$ cat src/rtl/hgc_pkg.sv
// Shared constants, codes and control/status types for the group-by count engine.
package hgc_pkg;

  localparam int DEPTH   = 1024;            // table depth, a power of two
  localparam int AW      = $clog2(DEPTH);
  localparam int SW      = AW + 1;          // scan index / read cursor width
  localparam int KW      = 64;
  localparam int CW      = 32;
  localparam int HALF    = DEPTH / 2;

  localparam logic [63:0] MIX_C1 = 64'hff51afd7ed558ccd;
  localparam logic [63:0] MIX_C2 = 64'hc4ceb93fe53ec4f9;

  localparam logic [1:0] CMD_COUNT = 2'd0;
  localparam logic [1:0] CMD_READ  = 2'd1;
  localparam logic [1:0] CMD_CLEAR = 2'd2;

  localparam logic [1:0] ST_OK   = 2'd0;
  localparam logic [1:0] ST_SKIP = 2'd1;
  localparam logic [1:0] ST_FULL = 2'd2;
  localparam logic [1:0] ST_END  = 2'd3;

  typedef enum logic [3:0] {
    RES_SKIP,
    RES_FULL,
    RES_NEW,
    RES_INC,
    RES_HIT_LAST,
    RES_HIT_MORE,
    RES_END,
    RES_ZERO,
    RES_BAD
  } res_t;

  typedef struct packed {
    logic load_in;
    logic hash_start;
    logic pos_load;
    logic pos_inc;
    logic rd_scan;
    logic scan_zero;
    logic scan_cursor;
    logic scan_inc;
    logic clr_wr;
    logic take_hit;
    logic set_res;
    res_t res;
    logic emit;
  } ctrl_t;

  typedef struct packed {
    logic hash_done;
    logic used;
    logic match;
    logic full;
    logic scan_end;
    logic scan_last;
    logic out_busy;
  } stat_t;

endpackage

$ cat src/rtl/hgc_ctrl.sv
// Controller: sequences clearing, hashing, probing, read-next scans and result hand-off.
module hgc_ctrl
  import hgc_pkg::*;
(
  input  logic       clk,
  input  logic       rst,
  input  logic       in_valid,
  input  logic [1:0] cmd,
  input  logic       keep,
  output logic       in_stall,
  input  stat_t      sts,
  output ctrl_t      ctl
);

  typedef enum logic [3:0] {
    S_CLR, S_IDLE, S_DEC, S_HASH, S_PRD, S_PEV, S_RRD, S_REV, S_FIN
  } state_t;

  state_t     state, state_next;
  logic [1:0] cmd_q;
  logic       keep_q;
  logic       found, found_next;
  logic       clr_emit, clr_emit_next;

  assign in_stall = (state != S_IDLE);

  always_comb begin
    ctl           = '0;
    ctl.res       = RES_BAD;
    state_next    = state;
    found_next    = found;
    clr_emit_next = clr_emit;
    case (state)
      S_CLR: begin
        ctl.clr_wr = 1'b1;
        if (sts.scan_last) begin
          if (clr_emit) begin
            ctl.set_res = 1'b1;
            ctl.res     = RES_ZERO;
            state_next  = S_FIN;
          end else begin
            state_next = S_IDLE;
          end
        end
      end
      S_IDLE: begin
        if (in_valid) begin
          ctl.load_in = 1'b1;
          state_next  = S_DEC;
        end
      end
      S_DEC: begin
        case (cmd_q)
          CMD_COUNT: begin
            if (keep_q) begin
              ctl.hash_start = 1'b1;
              state_next     = S_HASH;
            end else begin
              ctl.set_res = 1'b1;
              ctl.res     = RES_SKIP;
              state_next  = S_FIN;
            end
          end
          CMD_READ: begin
            ctl.scan_cursor = 1'b1;
            found_next      = 1'b0;
            state_next      = S_RRD;
          end
          CMD_CLEAR: begin
            ctl.scan_zero = 1'b1;
            clr_emit_next = 1'b1;
            state_next    = S_CLR;
          end
          default: begin
            ctl.set_res = 1'b1;
            ctl.res     = RES_BAD;
            state_next  = S_FIN;
          end
        endcase
      end
      S_HASH: begin
        if (sts.hash_done) begin
          ctl.pos_load = 1'b1;
          state_next   = S_PRD;
        end
      end
      S_PRD: state_next = S_PEV;
      S_PEV: begin
        if (!sts.used) begin
          ctl.set_res = 1'b1;
          ctl.res     = sts.full ? RES_FULL : RES_NEW;
          state_next  = S_FIN;
        end else if (sts.match) begin
          ctl.set_res = 1'b1;
          ctl.res     = RES_INC;
          state_next  = S_FIN;
        end else begin
          ctl.pos_inc = 1'b1;
          state_next  = S_PRD;
        end
      end
      S_RRD: begin
        ctl.rd_scan = 1'b1;
        if (sts.scan_end) begin
          ctl.set_res = 1'b1;
          ctl.res     = found ? RES_HIT_LAST : RES_END;
          state_next  = S_FIN;
        end else begin
          state_next = S_REV;
        end
      end
      S_REV: begin
        // first used slot is the answer, the second only decides last_entry
        if (sts.used && found) begin
          ctl.set_res = 1'b1;
          ctl.res     = RES_HIT_MORE;
          state_next  = S_FIN;
        end else begin
          if (sts.used) begin
            ctl.take_hit = 1'b1;
            found_next   = 1'b1;
          end
          ctl.scan_inc = 1'b1;
          state_next   = S_RRD;
        end
      end
      S_FIN: begin
        if (!sts.out_busy) begin
          ctl.emit      = 1'b1;
          clr_emit_next = 1'b0;
          state_next    = S_IDLE;
        end
      end
      default: state_next = S_IDLE;
    endcase
  end

  always_ff @(posedge clk) begin
    if (rst) begin
      state    <= S_CLR;
      found    <= 1'b0;
      clr_emit <= 1'b0;
      cmd_q    <= CMD_COUNT;
      keep_q   <= 1'b0;
    end else begin
      state    <= state_next;
      found    <= found_next;
      clr_emit <= clr_emit_next;
      if (ctl.load_in) begin
        cmd_q  <= cmd;
        keep_q <= keep;
      end
    end
  end

endmodule
$ cat config.mk
export PLATFORM = sky130hd
export DESIGN_NAME = hgc_ctrl
export DESIGN_NICKNAME = d
export VERILOG_FILES = /design/src/rtl/hgc_pkg.sv /design/src/rtl/hgc_ctrl.sv
export SDC_FILE = /design/constraint.sdc
export NUM_CORES = 1
export LEC_CHECK = 0
export BUFFER_PORTS_ARGS = -buffer_cell sky130_fd_sc_hd__buf_4
export CORE_MARGIN = 2
export CORE_UTILIZATION = 52
export DETAILED_ROUTE_END_ITERATION = 7
export MAX_ROUTING_LAYER = met4
export PLACE_DENSITY_LB_ADDON = 0.1
export SLEW_MARGIN = 25
export SYNTH_ARGS = -nofsm -noshare
export SYNTH_HDL_FRONTEND = slang
export SYNTH_SLANG_ARGS = --single-unit
$ cat constraint.sdc
create_clock -name clk -period 3.15 [get_ports clk]
set_clock_uncertainty 0.1 [all_clocks]
set_input_delay 0.315 -clock clk [delete_from_list [all_inputs] [get_ports clk]]
set_output_delay 0.315 -clock clk [all_outputs]
set_load 0.005 [all_outputs]
# ---- Yosys cells after proc, flatten, opt, wreduce, memory -nomap -nowiden
# Index checks and enable logic that the tools add are counted.
dict set report word_totals {
  register_bits 9
  inputBits 13
  out_inout_bits 17
  wordCells 85
}
dict set report classes {
  n_eq_ne 19
  mux 52
  reduce_logical 9
}
# cell count
set op_table {}
lappend op_table {{4-bit 2-to-1 mux} 10}
lappend op_table {{4-bit case mux with 9 select lines} 1}
lappend op_table {{5-bit 2-to-1 mux} 7}
lappend op_table {{1-bit 2-to-1 mux} 26}
lappend op_table {{5-bit case mux with 5 select lines} 1}
lappend op_table {{4-bit by 3-bit == test with 1-bit output (second input constant)} 4}
lappend op_table {{2-bit inequality test (second input constant)} 6}
lappend op_table {{4-bit case mux with 3 select lines} 1}
lappend op_table {{5-bit case mux with 2 select lines} 1}
lappend op_table {{4-bit by 2-bit == test with 1-bit output (second input constant)} 2}
lappend op_table {{4-bit AND reduction} 2}
lappend op_table {{2-bit 2-to-1 mux} 3}
lappend op_table {{4-bit by 1-bit == test with 1-bit output (second input constant)} 1}
lappend op_table {{4-bit == test (second input constant)} 1}
lappend op_table {{4-bit logical NOT} 1}
lappend op_table {{2-bit by 1-bit inequality test with 1-bit output (second input constant)} 2}
lappend op_table {{4-bit by 1-bit inequality test with 1-bit output (second input constant)} 1}
lappend op_table {{1-bit case mux with 2 select lines} 2}
lappend op_table {{2-bit nonzero test} 2}
lappend op_table {{3-bit AND reduction} 1}
lappend op_table {{2-bit by 1-bit == test with 1-bit output (second input constant)} 1}
lappend op_table {{2-bit == test (second input constant)} 1}
lappend op_table {{2-bit logical NOT} 1}
lappend op_table {{2-bit OR reduction} 1}
lappend op_table {{1-bit logical AND} 1}

# ---- Longest topological paths before layout
dict set report depth {
  ltp_word 4
  depth_mapped 6
  ltp_nobuf 6
}

# ---- Worst setup path before layout
# Ideal clock, no wire load.
dict set report synth_path {
  path_kind {register to output}
  start {reg state[0]}
  end {out ctl[5] (netlist bit)}
  t_arrival_ns 1.165
  t_required_ns 2.735
  path_slack_ns 1.570
  path_stages_with_launch 5
  path_buffers 0
  path_cell_list {dfxtp_1 -> or2_1 -> o32a_1 -> and2_4 -> nand2_1}
}
# item line_no
set synth_lines {}
lappend synth_lines {{from (decl)} hgc_ctrl.sv:19} ;# state_t state, state_next;
lappend synth_lines {{from (signal assigned)} hgc_ctrl.sv:146} ;# state <= state_next;
lappend synth_lines {{to (decl)} hgc_ctrl.sv:12} ;# output ctrl_t ctl

==> flow_metrics.py <==
metrics = {
    "synth": {
        "synthXorXnorAreaFrac": 0,
        "synth_compound_area_frac": 0.182,
        "synth_area_leader_cell": "dfxtp_1",
        "yosys.cell_types.count": 39,
        "synthAdderAreaFrac": 0.0753,
        "synthTopCellsByArea": "dfxtp_1 (22%), ha_1 (7.5%), nor2_1 (5.4%), nand2_1 (5.0%), mux2i_1 (4.8%)",
        "synth_ff_type": "dfxtp_1",
        "ys_warn_count": 0,
        "async_flop_share": 0,
        "synth-seq-cells": 9,
        "syn_area_um2": 831,
        "synth.area.mux_share": 0.0617,
        "synth-edff-count": 0,
        "synth_top_area_frac": 0.217,
        "yosysSeqAreaShare": 0.217,
        "synth_top_family_by_area": "simple AND/OR/NAND/NOR gates",
        "synthCells": 111,
        "avgSynthCellArea_um2": 7.48,
        "syn_nets": 129,
        "yosys.area_share.simple": 0.386,
    },
    "timing": {
        "period_share": 0.746,
        "fin_ws_ns": 0.799,
        "tightest_slew_ns": 0.530,
        "slew_violations": 0,
        "finalSetupViolCount": 0,
        "max_clock_freq_mhz": 425,
        "min_period_ns": 2.35,
        "rsz0062_at_grt": "no",
        "relSlewSlack": 0.646,
        "finalHoldViolCount": 0,
        "tns_ns": 0,
    },
    "cts": {
        "post_cts_buffers": 0,
        "cts_hold_buf": 0,
        "cts_sinks": 9,
        "clock_latency_ns": 0.27,
        "cts_tree": "done",
        "h-tree-depth": 1,
        "clock-root-buffer": "clkbuf_4",
        "cts_resized": 0,
        "clk_path_buf_depth": 2,
        "cts_made_buffers": 3,
        "path_clk_slew_ns": 0.06,
    },
    "finish": {
        "seq_area_um2": 180,
        "nets": 158,
        "area_delta_synth_final_pct": 27.6,
        "multi_input_area_um2": 586,
        "diodes": 0,
        "num-fill-cells": 147,
        "drive_gt1_frac": 0.295,
    },
    "setup_path": {
        "cp.depth": 5,
        "path_cells": "and2b_2, a32o_1, a21boi_1, nand3_1, buf_4",
        "cp_slowest_cell": "dfxtp_1",
        "worst-path-buf-inv": 1,
        "setup.worst_path.start_class": "flop",
        "crit_fanout": 16,
        "critical_path_required_ns": 2.73,
        "reg2regPathDepth": 4,
        "cp.arrival_ns": 1.94,
        "path_class": "reg2out",
        "max_stage_delay_ns": 0.59,
        "end_kind": "primary output",
        "cp_top_family": "flip-flops",
    },
    "detailed_routing": {
        "firstDrtPassIters": 4,
        "routed_wl_um": 2070,
        "drcViolationCount": 0,
        "ant_nets": 0,
        "routedWlPerCell_um": 13.4,
        "vias_per_cell": 5.65,
        "drt-initial-drc-count": 15,
        "vias": 876,
    },
    "run_status": {
        "status": "complete, no violations",
    },
    "placed_design": {
        "place.gp.congestion": 0.787,
        "pre_cts_slack_ns": 1.10,
        "port_buffers": 29,
        "hpwlAfterDp_um": 1630,
    },
    "global_routing": {
        "grt.overflow.total": 0,
        "antenna_found_initial": 0,
        "grt_pass1_wl_um": 3410,
        "grt.total_usage": 0.247,
        "grt_max_degree": 17,
        "grt_pass1_vias": 793,
    },
    "pwr": {
        "ir_drop_mv": 0.268,
        "p_per_area_nw_per_um2": 316,
        "leakage_nw": 0.535,
    },
    "hold_path": {
        "min_path_type": "in2reg",
        "worstHoldPathCells": 3,
    },
    "floorplanning": {
        "fp.dieArea_um2": 1930,
        "die_y_um": 44.0,
        "dieWidth_um": 44.0,
        "fp-row-count": 14,
        "ios": 30,
        "initial_utilization": 0.551,
        "core_um2": 1510,
    },
    "job": {
        "cap_violations": 0,
    },
}
[final cells by class]
class,count,area share
flip-flops and latches,9,0.170
well taps,16,0.0189
repair buffers,29,0.205
inverters,8,0.0283
multi-input cells,89,0.553
clock buffers,4,0.0248
[per-layer routing]
metal,GRT usage,vias up,wire length (um)
li1,-,448,-
met1,0.288,401,898
met2,0.409,22,1040
met3,0.0375,5,99
met4,0.121,0,36
met5,-,-,0
[power by group]
group	internal, mW	switching [mW]	total, mW
Sequential	0.120	0.0165	0.137
Combinational	0.0552	0.0495	0.105
Clock	0.0491	0.0447	0.0938
[cells by family after synthesis]
family          Yosys count
simple gates             57
compound gates           22
fa+ha+maj                 5
buf+inv                  13
flops                     9
mux                       5
[cell usage after synthesis (4+ instances only)]
master / n
dfxtp_1: 9
nor3_1: 4
a31oi_1: 4
nor2_1: 12
inv_1: 8
nand2b_1: 6
a21oi_1: 7
nand3_1: 4
ha_1: 5
mux2i_1: 4
nand2_1: 11
[per-stage QoR]
stage | util | instances | hold WS [ns] | instance area, um^2 | power (mW)
floorplan | - | 111 | 0.359 | 831 | 0.204
global placement | 0.686 | 151 | 0.389 | 1030 | 0.240
detailed placement | 0.686 | 151 | 0.411 | 1030 | 0.244
CTS | 0.703 | 155 | 0.177 | 1060 | 0.338
global route | 0.703 | 155 | 0.191 | 1060 | 0.353
finish | 0.703 | 155 | 0.179 | 1060 | 0.335
[layout by cell type (no fill, tap or decap), types with 2 or more instances in the layout]
cell / Yosys / final
nor2_1: 12 / 12
nor3_1: 4 / 4
inv_1: 8 / 8
and2b_2: 3 / 3
o21ai_0: 3 / 3
and3_1: 2 / 2
ha_1: 5 / 5
clkbuf_4: 0 / 3
nand3_1: 4 / 4
and2_2: 2 / 2
a31oi_1: 4 / 4
mux2i_1: 4 / 4
nand2b_1: 6 / 6
and2b_1: 2 / 2
nand3b_1: 2 / 2
dfxtp_1: 9 / 9
buf_4: 2 / 29
a21oi_1: 7 / 7
nand2_1: 11 / 11
[worst min-delay path, stage by stage]
cell and delay [ns]:
buf_4 0.08, mux2i_1 0.05, nor2_1 0.07
[sequential cells by signal (all words and copies together) (netlist names)]
| name | cells |
|---|---|
| keep_q | 1 |
| found | 1 |
| clr_emit | 1 |
| state | 4 |
| cmd_q | 2 |
[path summary, 6_finish.rpt]
check                             start  slack (ns)                     to
setup reg to reg  state[1]$_SDFFE_PP0P_        1.36  state[0]$_SDFFE_PP0P_
hold reg to reg      found$_SDFFE_PP0P_        0.42     found$_SDFFE_PP0P_
setup / recovery  state[1]$_SDFFE_PP0P_        0.80                 ctl[4]
hold / removal                     keep        0.18    keep_q$_SDFFE_PP0P_
(Power assumes the default switching activity.)
